$ cat config.mk
export PLATFORM = sky130hd
export DESIGN_NAME = base64_stream_encoder
export DESIGN_NICKNAME = d
export VERILOG_FILES = /design/src/design/b64e_pkg.sv /design/src/design/b64e_front.sv /design/src/design/b64e_fifo.sv /design/src/design/b64e_back.sv /design/src/design/base64_stream_encoder.sv
export SDC_FILE = /design/constraint.sdc
export NUM_CORES = 1
export LEC_CHECK = 0
export ABC_AREA = 0
export BUFFER_PORTS_ARGS = -buffer_cell sky130_fd_sc_hd__buf_2
export CAP_MARGIN = 0
export CORE_MARGIN = 1.5
export CORE_UTILIZATION = 30
export DETAILED_ROUTE_END_ITERATION = 8
export MAX_ROUTING_LAYER = met4
export PLACE_DENSITY = 0.47
export SKIP_LAST_GASP = 1
export SLEW_MARGIN = 20
export SYNTH_ARGS = -nofsm -noshare
export SYNTH_HDL_FRONTEND = slang
export SYNTH_SLANG_ARGS = --single-unit
$ cat constraint.sdc
create_clock -name clk_i -period 6.2 [get_ports clk_i]
set_clock_uncertainty 0.2 [all_clocks]
set_input_delay 0.93 -clock clk_i [delete_from_list [all_inputs] [get_ports clk_i]]
set_output_delay 0.93 -clock clk_i [all_outputs]
set_load 0.01 [all_outputs]
$ cat src/design/b64e_pkg.sv
// Shared types and constants for the base64 stream encoder.
// Holds the group descriptor passed from front to back and the alphabet map.
// No dependencies.
package b64e_pkg;

  localparam logic [6:0] PadChar = 7'h3D;

  typedef struct packed {
    logic            last;
    logic [2:0]      n_data;
    logic [2:0]      n_total;
    logic [3:0][5:0] sextets;
  } grp_t;

  function automatic logic [6:0] sextet_char(input logic [5:0] v);
    logic [6:0] c;
    if (v < 6'd26) begin
      c = 7'd65 + {1'b0, v};
    end else if (v < 6'd52) begin
      c = 7'd97 + {1'b0, v} - 7'd26;
    end else if (v < 6'd62) begin
      c = 7'd48 + {1'b0, v} - 7'd52;
    end else if (v == 6'd62) begin
      c = 7'h2B;
    end else begin
      c = 7'h2F;
    end
    return c;
  endfunction

endpackage

$ cat src/design/b64e_front.sv
// Front end of the base64 stream encoder: accepts byte beats, gathers groups.
// Emits one group descriptor per completed or final group. Depends on b64e_pkg.
module b64e_front import b64e_pkg::*; (
  input  logic       clk_i,
  input  logic       rst_ni,
  input  logic       cfg_we_i,
  input  logic       cfg_wdata_i,
  input  logic       in_valid_i,
  output logic       in_ready_o,
  input  logic [7:0] in_byte_i,
  input  logic       in_last_i,
  input  logic       q_full_i,
  output logic       q_push_o,
  output grp_t       q_grp_o
);

  logic       omit_q;
  logic [1:0] cnt_q, cnt_d;
  logic [1:0][7:0] pend_q;
  logic       accept;
  logic       done;
  logic [7:0] b0, b1, b2;
  logic [2:0] n_data;

  assign in_ready_o = !q_full_i;
  assign accept     = in_valid_i && in_ready_o;
  assign done       = (cnt_q == 2'd2) || in_last_i;
  assign q_push_o   = accept && done;

  always_comb begin
    b0 = (cnt_q == 2'd0) ? in_byte_i : pend_q[0];
    b1 = (cnt_q == 2'd1) ? in_byte_i : ((cnt_q == 2'd2) ? pend_q[1] : 8'd0);
    b2 = (cnt_q == 2'd2) ? in_byte_i : 8'd0;
    n_data = {1'b0, cnt_q} + 3'd2;
    q_grp_o.last       = in_last_i;
    q_grp_o.n_data     = n_data;
    q_grp_o.n_total    = omit_q ? n_data : 3'd4;
    q_grp_o.sextets[0] = b0[7:2];
    q_grp_o.sextets[1] = {b0[1:0], b1[7:4]};
    q_grp_o.sextets[2] = {b1[3:0], b2[7:6]};
    q_grp_o.sextets[3] = b2[5:0];
  end

  always_comb begin
    cnt_d = cnt_q;
    if (accept) begin
      cnt_d = done ? 2'd0 : cnt_q + 2'd1;
    end
  end

  always_ff @(posedge clk_i or negedge rst_ni) begin
    if (!rst_ni) begin
      cnt_q  <= 2'd0;
      omit_q <= 1'b0;
    end else begin
      cnt_q <= cnt_d;
      if (cfg_we_i) begin
        omit_q <= cfg_wdata_i;
      end
    end
  end

  always_ff @(posedge clk_i) begin
    if (accept && !done) begin
      pend_q[cnt_q[0]] <= in_byte_i;
    end
  end

  a_cnt_range: assert property (@(posedge clk_i) disable iff (!rst_ni)
    cnt_q != 2'd3)
    else $error("pending count out of range");

endmodule

$ cat src/design/b64e_fifo.sv
// Short group queue between front and back of the base64 stream encoder.
// Register array with read and write pointers. Depends on b64e_pkg.
module b64e_fifo import b64e_pkg::*; #(
  parameter int unsigned QDepth = 2
) (
  input  logic clk_i,
  input  logic rst_ni,
  input  logic push_i,
  input  grp_t grp_i,
  output logic full_o,
  input  logic pop_i,
  output logic empty_o,
  output grp_t grp_o
);

  localparam int unsigned PtrW = $clog2(QDepth);
  localparam int unsigned CntW = $clog2(QDepth + 1);

  grp_t            mem_q [QDepth];
  logic [PtrW-1:0] wr_q, rd_q;
  logic [CntW-1:0] cnt_q;
  logic            do_push, do_pop;

  assign full_o  = (cnt_q == CntW'(QDepth));
  assign empty_o = (cnt_q == '0);
  assign grp_o   = mem_q[rd_q];
  assign do_push = push_i && !full_o;
  assign do_pop  = pop_i && !empty_o;

  always_ff @(posedge clk_i or negedge rst_ni) begin
    if (!rst_ni) begin
      wr_q  <= '0;
      rd_q  <= '0;
      cnt_q <= '0;
    end else begin
      if (do_push) begin
        wr_q <= (wr_q == PtrW'(QDepth - 1)) ? '0 : wr_q + 1'b1;
      end
      if (do_pop) begin
        rd_q <= (rd_q == PtrW'(QDepth - 1)) ? '0 : rd_q + 1'b1;
      end
      if (do_push && !do_pop) begin
        cnt_q <= cnt_q + 1'b1;
      end else if (do_pop && !do_push) begin
        cnt_q <= cnt_q - 1'b1;
      end
    end
  end

  always_ff @(posedge clk_i) begin
    if (do_push) begin
      mem_q[wr_q] <= grp_i;
    end
  end

  a_no_push_full: assert property (@(posedge clk_i) disable iff (!rst_ni)
    push_i |-> !full_o)
    else $error("group pushed into full queue");

endmodule

$ cat src/design/b64e_back.sv
// Back end of the base64 stream encoder: walks one group a character at a time.
// Maps sextets to ASCII, appends pads, drives the output register. Depends on b64e_pkg.
module b64e_back import b64e_pkg::*; (
  input  logic       clk_i,
  input  logic       rst_ni,
  input  logic       q_empty_i,
  input  grp_t       q_grp_i,
  output logic       q_pop_o,
  output logic       out_valid_o,
  input  logic       out_ready_i,
  output logic [6:0] out_char_o,
  output logic       out_last_o
);

  logic [1:0] idx_q, idx_d;
  logic       vld_q, vld_d;
  logic [6:0] chr_q, chr_d;
  logic       lst_q, lst_d;
  logic       load;
  logic       grp_end;

  assign load    = !q_empty_i && (!vld_q || out_ready_i);
  assign grp_end = ({1'b0, idx_q} == (q_grp_i.n_total - 3'd1));
  assign q_pop_o = load && grp_end;

  always_comb begin
    idx_d = idx_q;
    vld_d = vld_q;
    chr_d = chr_q;
    lst_d = lst_q;
    if (out_ready_i) begin
      vld_d = 1'b0;
    end
    if (load) begin
      vld_d = 1'b1;
      chr_d = ({1'b0, idx_q} < q_grp_i.n_data) ?
              sextet_char(q_grp_i.sextets[idx_q]) : PadChar;
      lst_d = q_grp_i.last && grp_end;
      idx_d = grp_end ? 2'd0 : idx_q + 2'd1;
    end
  end

  always_ff @(posedge clk_i or negedge rst_ni) begin
    if (!rst_ni) begin
      idx_q <= 2'd0;
      vld_q <= 1'b0;
    end else begin
      idx_q <= idx_d;
      vld_q <= vld_d;
    end
  end

  always_ff @(posedge clk_i) begin
    chr_q <= chr_d;
    lst_q <= lst_d;
  end

  assign out_valid_o = vld_q;
  assign out_char_o  = chr_q;
  assign out_last_o  = lst_q;

  a_mid_grp_held: assert property (@(posedge clk_i) disable iff (!rst_ni)
    (idx_q != 2'd0) |-> !q_empty_i)
    else $error("group left queue before all characters were sent");

  a_idx_bound: assert property (@(posedge clk_i) disable iff (!rst_ni)
    !q_empty_i |-> ({1'b0, idx_q} < q_grp_i.n_total))
    else $error("character index beyond group length");

endmodule

$ cat src/design/base64_stream_encoder.sv
// Base64 stream encoder: one byte beat in, one ASCII character beat out.
// A group is queued as its last beat is accepted; the back end then registers its characters.
// Throughput: one character per cycle while m_axis_tready is high and a group
// is queued, set by the back end walking it; a full group of 3 bytes leaves as 4 characters.
// Reset (rst_ni low, asynchronous) empties the pending store, queue and output;
// omit_padding returns to 0.
module base64_stream_encoder import b64e_pkg::*; #(
  parameter int unsigned QDepth = 2
) (
  input  logic       clk_i,
  input  logic       rst_ni,
  input  logic       cfg_we_i,
  input  logic       cfg_wdata_i,    // omit_padding
  input  logic       s_axis_tvalid,
  output logic       s_axis_tready,
  input  logic [7:0] s_axis_tdata,   // [7:0] data_byte
  input  logic       s_axis_tlast,
  output logic       m_axis_tvalid,
  input  logic       m_axis_tready,
  output logic [7:0] m_axis_tdata,   // [6:0] code_char, [7] zero
  output logic       m_axis_tlast
);

  logic       push, full, pop, empty;
  grp_t       grp_in, grp_out;
  logic [6:0] chr;

  b64e_front u_front (
    .clk_i       (clk_i),
    .rst_ni      (rst_ni),
    .cfg_we_i    (cfg_we_i),
    .cfg_wdata_i (cfg_wdata_i),
    .in_valid_i  (s_axis_tvalid),
    .in_ready_o  (s_axis_tready),
    .in_byte_i   (s_axis_tdata),
    .in_last_i   (s_axis_tlast),
    .q_full_i    (full),
    .q_push_o    (push),
    .q_grp_o     (grp_in)
  );

  b64e_fifo #(
    .QDepth (QDepth)
  ) u_fifo (
    .clk_i   (clk_i),
    .rst_ni  (rst_ni),
    .push_i  (push),
    .grp_i   (grp_in),
    .full_o  (full),
    .pop_i   (pop),
    .empty_o (empty),
    .grp_o   (grp_out)
  );

  b64e_back u_back (
    .clk_i       (clk_i),
    .rst_ni      (rst_ni),
    .q_empty_i   (empty),
    .q_grp_i     (grp_out),
    .q_pop_o     (pop),
    .out_valid_o (m_axis_tvalid),
    .out_ready_i (m_axis_tready),
    .out_char_o  (chr),
    .out_last_o  (m_axis_tlast)
  );

  assign m_axis_tdata = {1'b0, chr};

endmodule
* Yosys cells after proc, flatten, opt, wreduce, memory -nomap -nowiden
Memory sizes are Yosys's and may differ from the RTL's.
Cells that the tools add are included.
** Operators by class
- Add/subtract/negate cells :: 13
- Magnitude comparators :: 7
- Equality and inequality tests :: 5
- Mux-type cells :: 24
- Reduce and logical (&&, ||, !) cells :: 23
** Operators by type and width (count)
- $mux W8 :: 5
- $mux W7 :: 3
- $bwmux W16 :: 1
- $add A7 B6 Y7 const A :: 2
- $bmux W6 S2 :: 1
- $lt A6 B6 Y1 const B :: 2
- $logic_and A1 B1 Y1 :: 11
- $demux W8 S1 :: 1
- $mux W2 :: 4
- $add A6 B6 Y7 const A :: 1
- $sub A7 B5 Y7 const B :: 1
- $sub A7 B6 Y7 const B :: 1
- $add A2 B1 Y2 const B :: 3
- $eq A6 B6 Y1 const B :: 1
- $logic_not A1 Y1 :: 6
- $lt A6 B5 Y1 const B :: 1
- $mux W1 :: 6
- $mux W3 :: 2
- $mux W6 :: 1
- $eq A2 B2 Y1 const B :: 2
- $logic_not A2 Y1 :: 2
- $reduce_bool A2 Y1 :: 2
- $add A2 B2 Y3 const B :: 1
- $eq A2 B3 Y1 :: 1
- other kinds (9) :: 11
** Storage, ports and cells
- Bits in registers :: 34
- RAM bits :: 62
- Input port bits :: 15
- Output and inout port bits :: 11
- Logic and storage cells :: 84
- Memories :: 1
** Memory list
- u_fifo.mem_q :: depth 2, width 31, read ports 1, clocked after memory_dff 0, write ports 1, line b64e_fifo.sv:19 : grp_t mem_q [QDepth];

* Logic depth before layout (Yosys ltp)
Gate-level depths: netlist of run 1.
- Depth after elaboration :: 9
- Mapped depth :: 11
- Mapped depth without buffers :: 9

* Hierarchy
A second synthesis of run 1 with hierarchy kept.
** Unflattened totals
- Cells, all modules :: 287
- Area total of the unflattened synthesis :: 4551.9 µm²
** Modules (own cells, without submodules)
- b64e_fifo :: times used 1, cells each 116, area an instance 2587.5 µm², sequential area each 1961.9 µm²
- b64e_back :: times used 1, cells each 101, area an instance 1019.7 µm², sequential area each 315.3 µm²
- b64e_front :: times used 1, cells each 68, area an instance 933.4 µm², sequential area each 555.5 µm²
- base64_stream_encoder :: times used 1, cells each 2, area an instance 11.3 µm², sequential area each 0.0 µm²

* Least setup slack after synthesis of run 1
OpenSTA, ideal clock, no wires.
- Kind :: input to register
- Start :: input port s_axis_tvalid
- End :: memory u_fifo.mem_q[0][0] (netlist bit) (enable)
- Library setup time :: 458 ps
- Data arrival time :: 3252 ps
- Required time :: 5542 ps
- Setup slack :: 2291 ps
- Cell stages on the path :: 2
- Path buffers :: 0
- Cells stage by stage :: nand2_1 -> nor3_1
** Between the ends
- Cells in the longest elaborated chain, start to end :: 5
** RTL lines
- from (decl) :: line base64_stream_encoder.sv:14 : input logic s_axis_tvalid,
- $logic_and A1 B1 Y1 :: line b64e_front.sv:26 : assign accept = in_valid_i && in_ready_o;
- $logic_and A1 B1 Y1 :: line b64e_front.sv:28 : assign q_push_o = accept && done;
- $logic_and A1 B1 Y1 :: line b64e_fifo.sv:27 : assign do_push = push_i && !full_o;
- $mux W1 :: line b64e_fifo.sv:51 : if (do_push) begin
- $mux W1 (implied by the code) :: line b64e_fifo.sv:52 : mem_q[wr_q] <= grp_i;
- to (decl) :: line b64e_fifo.sv:19
Every way passes these cells.

* Final worst setup path of run 1
- Start :: register u_back.idx_q[0]
- End :: register u_back.chr_q[5], in the netlist u_back.out_char_o[5] (data pin)
** Between the ends
- Cells in the longest elaborated chain, start to end :: 7
- Elaborated cells on any way between the ends :: 14
- Those cells by class :: add/sub (5); order compare (4); mux (5)
** RTL lines
- from (decl) :: line b64e_back.sv:15 : logic [1:0] idx_q, idx_d;
- from (signal assigned) :: line b64e_back.sv:48 : idx_q <= idx_d;
- $bmux W6 S2 :: line b64e_back.sv:37 : sextet_char(q_grp_i.sextets[idx_q]) : PadChar;
- $mux W6 (implied by the code) :: line b64e_back.sv:37
- $add A6 B6 Y7 :: line b64e_pkg.sv:22 : c = 7'd48 + {1'b0, v} - 7'd52;
- $sub A7 B6 Y7 :: line b64e_pkg.sv:22
- $mux W7 :: line b64e_pkg.sv:21 : end else if (v < 6'd62) begin
- $mux W7 :: line b64e_pkg.sv:19 : end else if (v < 6'd52) begin
- $mux W7 :: line b64e_pkg.sv:17 : if (v < 6'd26) begin
- to (signal assigned) :: line b64e_back.sv:54 : chr_q <= chr_d;
- to (decl) :: line b64e_back.sv:17 : logic [6:0] chr_q, chr_d;
Parallel ways exist; a longest one is shown, timed or not. The select of a mux whose other input is x is not followed.
A chain may end at the register's enable or synchronous reset.

==> flow_metrics.tcl, run 1 <==
set metrics [dict create \
    rows 43 \
    timing.rr.end "u_back.out_char_o[5]$_SDFFCE_PP1P_" \
    crit_chain "mux4_2 > mux2i_4 > ha_1 > inv_1 > or4_1 > o221ai_1 > nand2_1" \
    ff2ff_path_depth 7 \
    drive_above_1_share_pct 25.0 \
    synth_top_area_share_pct 60.0 \
    dp_slack_ns 2.67 \
    clockBufferDepth 2 \
    core_area_um2 13900 \
    slew_headroom_pct 42.0 \
    clkPwrFrac_pct 18.2 \
    arrival_ns 3.35 \
    grt_pass1_wl_um 12200 \
    critPathBufInv 1 \
    report.final.slew_viol_count 0 \
    p_sw_share_pct 35.6 \
    overflow 0 \
    numPortBuffers 24 \
    vias 2194 \
    grt_pass1_vias 2223 \
    r2r_start "u_back.idx_q[0]$_DFFE_PN0P_" \
    synthMuxAreaShare_pct 13.6 \
    fin_crit_ns 3.48 \
    yosysWarnings 0 \
    vias_per_cell 4.57 \
    seqPwrFrac_pct 39.1 \
    status "finished clean" \
    endpoint_kind "register" \
    maxCapViolations 0 \
    synthAdderAreaFrac_pct 3.49 \
    total_power_mw 2.66 \
    p_int_mw 1.71 \
    cp.required_ns 6.07 \
    r2r_setup_slack_ns 2.72 \
    dr.pass1.iters 6 \
    rsz0062_at_grt "no" \
    hold_path_class "input port to asynchronous set/reset pin" \
    combPwrFrac_pct 42.6 \
    path_delay_family "multiplexers" \
    grt_antenna_before_repair 0 \
    leakage_nw 1.73 \
    finalHoldViolCount 0 \
    tns_ns 0 \
    setup_viol 0 \
    drc 0 \
    drtIter0Drc 133 \
    synth_edf_count 86 \
    ys.flop_type "edfxtp_1" \
    wl_per_cell_um 16.0 \
    synthSimpleGateAreaFrac_pct 5.96 \
    fmax_mhz 287 \
    cpPeakStageDelay_ns 0.91 \
    whs_ns 0.252 \
    period_share_pct 56.1 \
    synth_cell_type_count 46 \
    root_buffer "clkbuf_16" \
    grt_start_max_net_pins 32 \
    yosysSeqAreaShare_pct 65.8 \
    cts_setup_buffers 0 \
    worstMarginPinSlew_ns 0.871 \
    worstPathMaxFanout 16 \
    die-area_um2 15100 \
    htree_levels 3 \
    place.gp.congestion 0.764 \
    yosys-top-cells-count "86 x edfxtp_1, 15 x nand2_1, 12 x ha_1, 12 x mux4_2" \
    post-synth-top-count-cell "edfxtp_1" \
    totalWireLength_um 7690 \
    hpwl_um 5360 \
    syn_nets 292 \
    ant_nets 0 \
    final_core_util_pct 35.0 \
    p_per_area_nw_per_um2 546 \
    initial_utilization_pct 30.9 \
    ctsResizeCount 0 \
    synth_top_family_by_area "multiplexers" \
    n_antenna_cell 0 \
    ys_top_cells_by_area "edfxtp_1 60%, mux4_2 6.3%, dfrtp_1 5.8%" \
    crit_slowest_cell "dfrtp_1" \
    cts_sinks 96 \
    worst_ir_drop_vdd_mv 0.144 \
    hold_buffers 0 \
    critical_path_class "register to register" \
    syn_area_per_cell_um2 16.3 \
    cts-buffers-inserted 9 \
    switchingPower_uw 948 \
    die-width_um 123 \
    cts_tree "yes" \
    die_h_um 123 \
    ios 26 \
    clk_latency_ns 0.34 \
    syn_inst 265 \
    area_growth_pct 13.3 \
    grt_use_total_pct 11.4 \
    nets 322 \
    synth_xor_area_share_pct 2.03 \
    syn-cell-area_um2 4310 \
    async_flop_share_pct 10.4 \
    fin_ws_ns 2.72 \
    clkTransAtPathRegs_ns 0.06 \
    yosys.area.top_type "edfxtp_1" \
    ys_ff_latch 96 \
    synth-compound-area-share_pct 6.22 \
    critPathLaunchType "register" \
]
cell families (layout without fill, tap and decap cells):
kind of cell	Yosys count	after routing
DFF	96	96
and+or+nand+nor	48	48
AOI/OAI and AO/OA	40	40
muxes	37	37
buffers and inverters	21	56
adders and majority gates	12	12
xor gates and xnor gates	10	10
other	1	1
final cells by class:
type                    instances  area (um^2)
clock buffers                  14          244
clock inverters                 2         8.76
fillers                      1302         9060
inverters                      12         45.0
multi-input cells             148         1370
flip-flops and latches         96         2830
well taps                     180          225
repair buffers                 28          150
worst max path at each step:
stage                                     start                                 end  cells after the start
floorplan                         s_axis_tvalid        u_fifo.mem_q[0][0]$_DFFE_PP_                      2
global placement    u_back.idx_q[0]$_DFFE_PN0P_  u_back.out_char_o[5]$_SDFFCE_PP1P_                      7
global route        u_back.idx_q[0]$_DFFE_PN0P_  u_back.out_char_o[5]$_SDFFCE_PP1P_                      7
CTS                 u_back.idx_q[0]$_DFFE_PN0P_  u_back.out_char_o[5]$_SDFFCE_PP1P_                      7
detailed placement  u_back.idx_q[0]$_DFFE_PN0P_  u_back.out_char_o[5]$_SDFFCE_PP1P_                      7
finish              u_back.idx_q[0]$_DFFE_PN0P_  u_back.out_char_o[5]$_SDFFCE_PP1P_                      7
state kept, by name (all words and copies together) (netlist names):
name	count
u_back.idx_q	2
u_back.out_char_o	7
u_back.out_last_o	1
u_back.out_valid_o	1
u_fifo.cnt_q	2
u_fifo.mem_q	62
u_fifo.rd_q	1
u_fifo.wr_q	1
u_front.cnt_q	2
u_front.omit_q	1
u_front.pend_q	16
power groups by stage:
stage	sequential [mW]	combinational, mW	clock (mW)
after global routing	1.07	1.26	0.523
final	1.04	1.14	0.485
after detailed placement	1.06	1.14	0
after global placement	1.06	1.13	0
after floorplan	1.02	0.922	0
after CTS	1.05	1.14	0.499
worst reg2reg max path, cell delays in order (launching register included):
cell	delay, ns
dfrtp_1	0.91
mux4_2	0.64
mux2i_4	0.30
ha_1	0.31
inv_1	0.07
or4_1	0.51
o221ai_1	0.18
nand2_1	0.09
layout by cell type, fill, tap and decap left out, types with 2 or more instances in the layout:
| cell type | Yosys | final |
|---|---|---|
| a211oi_1 | 2 | 2 |
| a21o_1 | 2 | 2 |
| a21oi_1 | 6 | 6 |
| a21oi_2 | 2 | 2 |
| a22o_1 | 7 | 7 |
| a22oi_1 | 2 | 2 |
| and2_1 | 10 | 9 |
| buf_2 | 1 | 24 |
| buf_4 | 1 | 4 |
| clkbuf_1 | 3 | 5 |
| clkbuf_16 | 0 | 9 |
| dfrtp_1 | 10 | 10 |
| edfxtp_1 | 86 | 86 |
| ha_1 | 12 | 12 |
| inv_1 | 10 | 10 |
| inv_2 | 2 | 2 |
| mux2_1 | 2 | 2 |
| mux2_2 | 9 | 9 |
| mux2_4 | 2 | 2 |
| mux2i_1 | 8 | 8 |
| mux2i_4 | 3 | 3 |
| mux4_2 | 12 | 12 |
| nand2_1 | 15 | 15 |
| nand3_1 | 3 | 3 |
| nor2_1 | 6 | 6 |
| nor3_1 | 4 | 3 |
| o21ai_0 | 6 | 6 |
| o21ai_1 | 8 | 8 |
| or3_1 | 2 | 2 |
| xnor2_1 | 5 | 5 |
| xor2_1 | 5 | 5 |
per-layer routing:
metal  GRT usage [%]  vias up  wire length, um
li1                -     1076                -
met1            15.0     1065             3720
met2            16.6       36             3540
met3            2.65       17              232
met4            5.67        0              189
met5               -        -                0
metrics by stage:
step / area (um^2) / std cells
2_1_floorplan: 4310 / 265
5_1_grt: 4880 / 480
3_3_place_gp: 4620 / 464
3_5_place_dp: 4620 / 464
4_1_cts: 4870 / 480
6_report: 4880 / 480
No activity file was read; power rests on OpenSTA's default activity.
==> run 2: changes to the inputs <==
PLACE_DENSITY = 0.49   (was 0.47)
clock period = 3.1 ns   (was 6.2 ns; I/O delays follow)
==> run 2 against run 1 <==
Die area did not move. Clock power rose by 120%. Routed wire length is 2.3% higher. Maximum frequency up 22%. Flip-flop and latch count unchanged. Largest power group unchanged.
==> flow_metrics.tcl, run 2 (same netlist as run 1, synthesis figures left out) <==
set metrics [dict create \
    status "finished clean" \
    die_h_um 123 \
    endpoint_kind "register" \
    worstPathMaxFanout 7 \
    report.final.slew_viol_count 0 \
    clk_latency_ns 0.34 \
    layout_common_cells "86 x edfxtp_1, 24 x buf_2, 16 x buf_4, 15 x nand2_1" \
    setup_viol 0 \
    fin_crit_ns 2.84 \
    cts_sinks 96 \
    vias 2256 \
    grt_use_total_pct 11.9 \
    nets 336 \
    ant_nets 0 \
    grt_antenna_before_repair 0 \
    r2r_start "u_back.idx_q[0]$_DFFE_PN0P_" \
    n_antenna_cell 0 \
    largest_reg_flops 62 \
    drc 0 \
    critical_path_class "register to register" \
    cts-buffers-inserted 9 \
    maxCapViolations 0 \
    cpPeakStageDelay_ns 0.54 \
    ios 26 \
    fmax_mhz 352 \
    numPortBuffers 24 \
    area_growth_pct 16.8 \
    drive_above_1_share_pct 29.9 \
    place.gp.congestion 0.847 \
    vias_per_cell 4.57 \
    largest-register "u_fifo.mem_q" \
    final_common_cell "edfxtp_1" \
    clkTransAtPathRegs_ns 0.07 \
    worst_ir_drop_vdd_mv 0.343 \
    arrival_ns 2.73 \
    htree_levels 3 \
    dr.pass1.iters 4 \
    cp.required_ns 2.99 \
    period_share_pct 91.7 \
    leakage_nw 1.82 \
    rows 43 \
    overflow 0 \
    final_core_util_pct 36.1 \
    grt_pass1_vias 2360 \
    root_buffer "clkbuf_16" \
    crit_slowest_cell "mux4_2" \
    worstHoldStart "m_axis_tready" \
    hpwl_um 5680 \
    dp_slack_ns 0.156 \
    crit_chain "mux4_2 > mux2i_2 > ha_1 > inv_1 > or4_1 > o221ai_1 > nand2_1" \
    tns_ns 0 \
    die-width_um 123 \
    startpoint "u_back.idx_q[0]$_DFFE_PN0P_" \
    clockBufferDepth 2 \
    fin_ws_ns 0.257 \
    critPathLaunchType "register" \
    drtIter0Drc 133 \
    rsz0062_at_grt "no" \
    cts_tree "yes" \
    die-area_um2 15100 \
    p_per_area_nw_per_um2 1110 \
    hold_path_class "input port to register" \
    wl_per_cell_um 15.9 \
    grt_pass1_wl_um 12700 \
    finalHoldViolCount 0 \
    nFillCells 1286 \
    cts_setup_buffers 0 \
    grt_start_max_net_pins 32 \
    totalWireLength_um 7860 \
    initial_utilization_pct 30.9 \
    core_area_um2 13900 \
]
## run 2: final timing paths
| path | slack, ns | end | depth (start not counted) |
|---|---|---|---|
| setup / recovery | 0.26 | u_back.out_char_o[5]$_SDFFCE_PP1P_ | 7 |
| hold / removal | 0.11 | u_back.out_valid_o$_DFFE_PN0P_ | 2 |
| setup reg to reg | 0.26 | u_back.out_char_o[5]$_SDFFCE_PP1P_ | 7 |
| hold reg to reg | 0.32 | u_fifo.cnt_q[1]$_DFFE_PN0P_ | 1 |
| max in group asynchronous | 2.17 | u_back.idx_q[0]$_DFFE_PN0P_ | 2 |
| min in group asynchronous | 0.31 | u_front.omit_q$_DFFE_PN0P_ | 2 |
## run 2: layout make-up
cell class	instances	area (um^2)	area share, %
Timing Repair Buffer	42	270	5.37
Sequential cell	96	2830	56.3
Tap cell	180	225	4.48
Multi-Input combinational cell	148	1370	27.2
Inverter	12	45.0	0.896
Clock buffer	9	225	4.48
Clock inverter	7	61.3	1.22
## run 2: where the power goes
| group | internal [mW] | switching (mW) | leakage, nW |
|---|---|---|---|
| registers | 1.88 | 0.169 | 0.915 |
| logic | 1.13 | 1.33 | 0.764 |
| clock network | 0.561 | 0.500 | 0.140 |
## run 2: repair_timing
| item | in CTS | in global routing |
|---|---|---|
| hold endpoints to repair | 10 | 0 |
| hold buffers | 1 | 0 |
| endpoints found under the setup margin | 0 | 2 |
| resized for setup | 0 | 1 |
## run 2: metrics by stage
step / hold WS, ns / total power [mW] / instances / cell area, um^2
2_1_floorplan: -0.0306 / 3.88 / 265 / 4310
3_3_place_gp: 0.152 / 4.54 / 477 / 4730
3_5_place_dp: 0.149 / 4.56 / 477 / 4730
4_1_cts: 0.105 / 5.64 / 494 / 5030
5_1_grt: 0.104 / 5.97 / 494 / 5030
6_report: 0.112 / 5.58 / 494 / 5030
## run 2: critical path, delay by kind of cell (launching register included)
family,cells,cell delay [ns]
mux,2,0.78
simple gates,2,0.61
flops,1,0.48
fa+ha+maj,1,0.23
compound gates,1,0.22
buf+inv,1,0.07
## run 2: metal layers
layer | track usage [%] | vias to the layer above | wire, um
met5 | - | - | 0
met4 | 5.23 | 0 | 157
met3 | 3.07 | 13 | 293
met2 | 16.9 | 35 | 3560
met1 | 16.0 | 1106 | 3850
li1 | - | 1102 | -
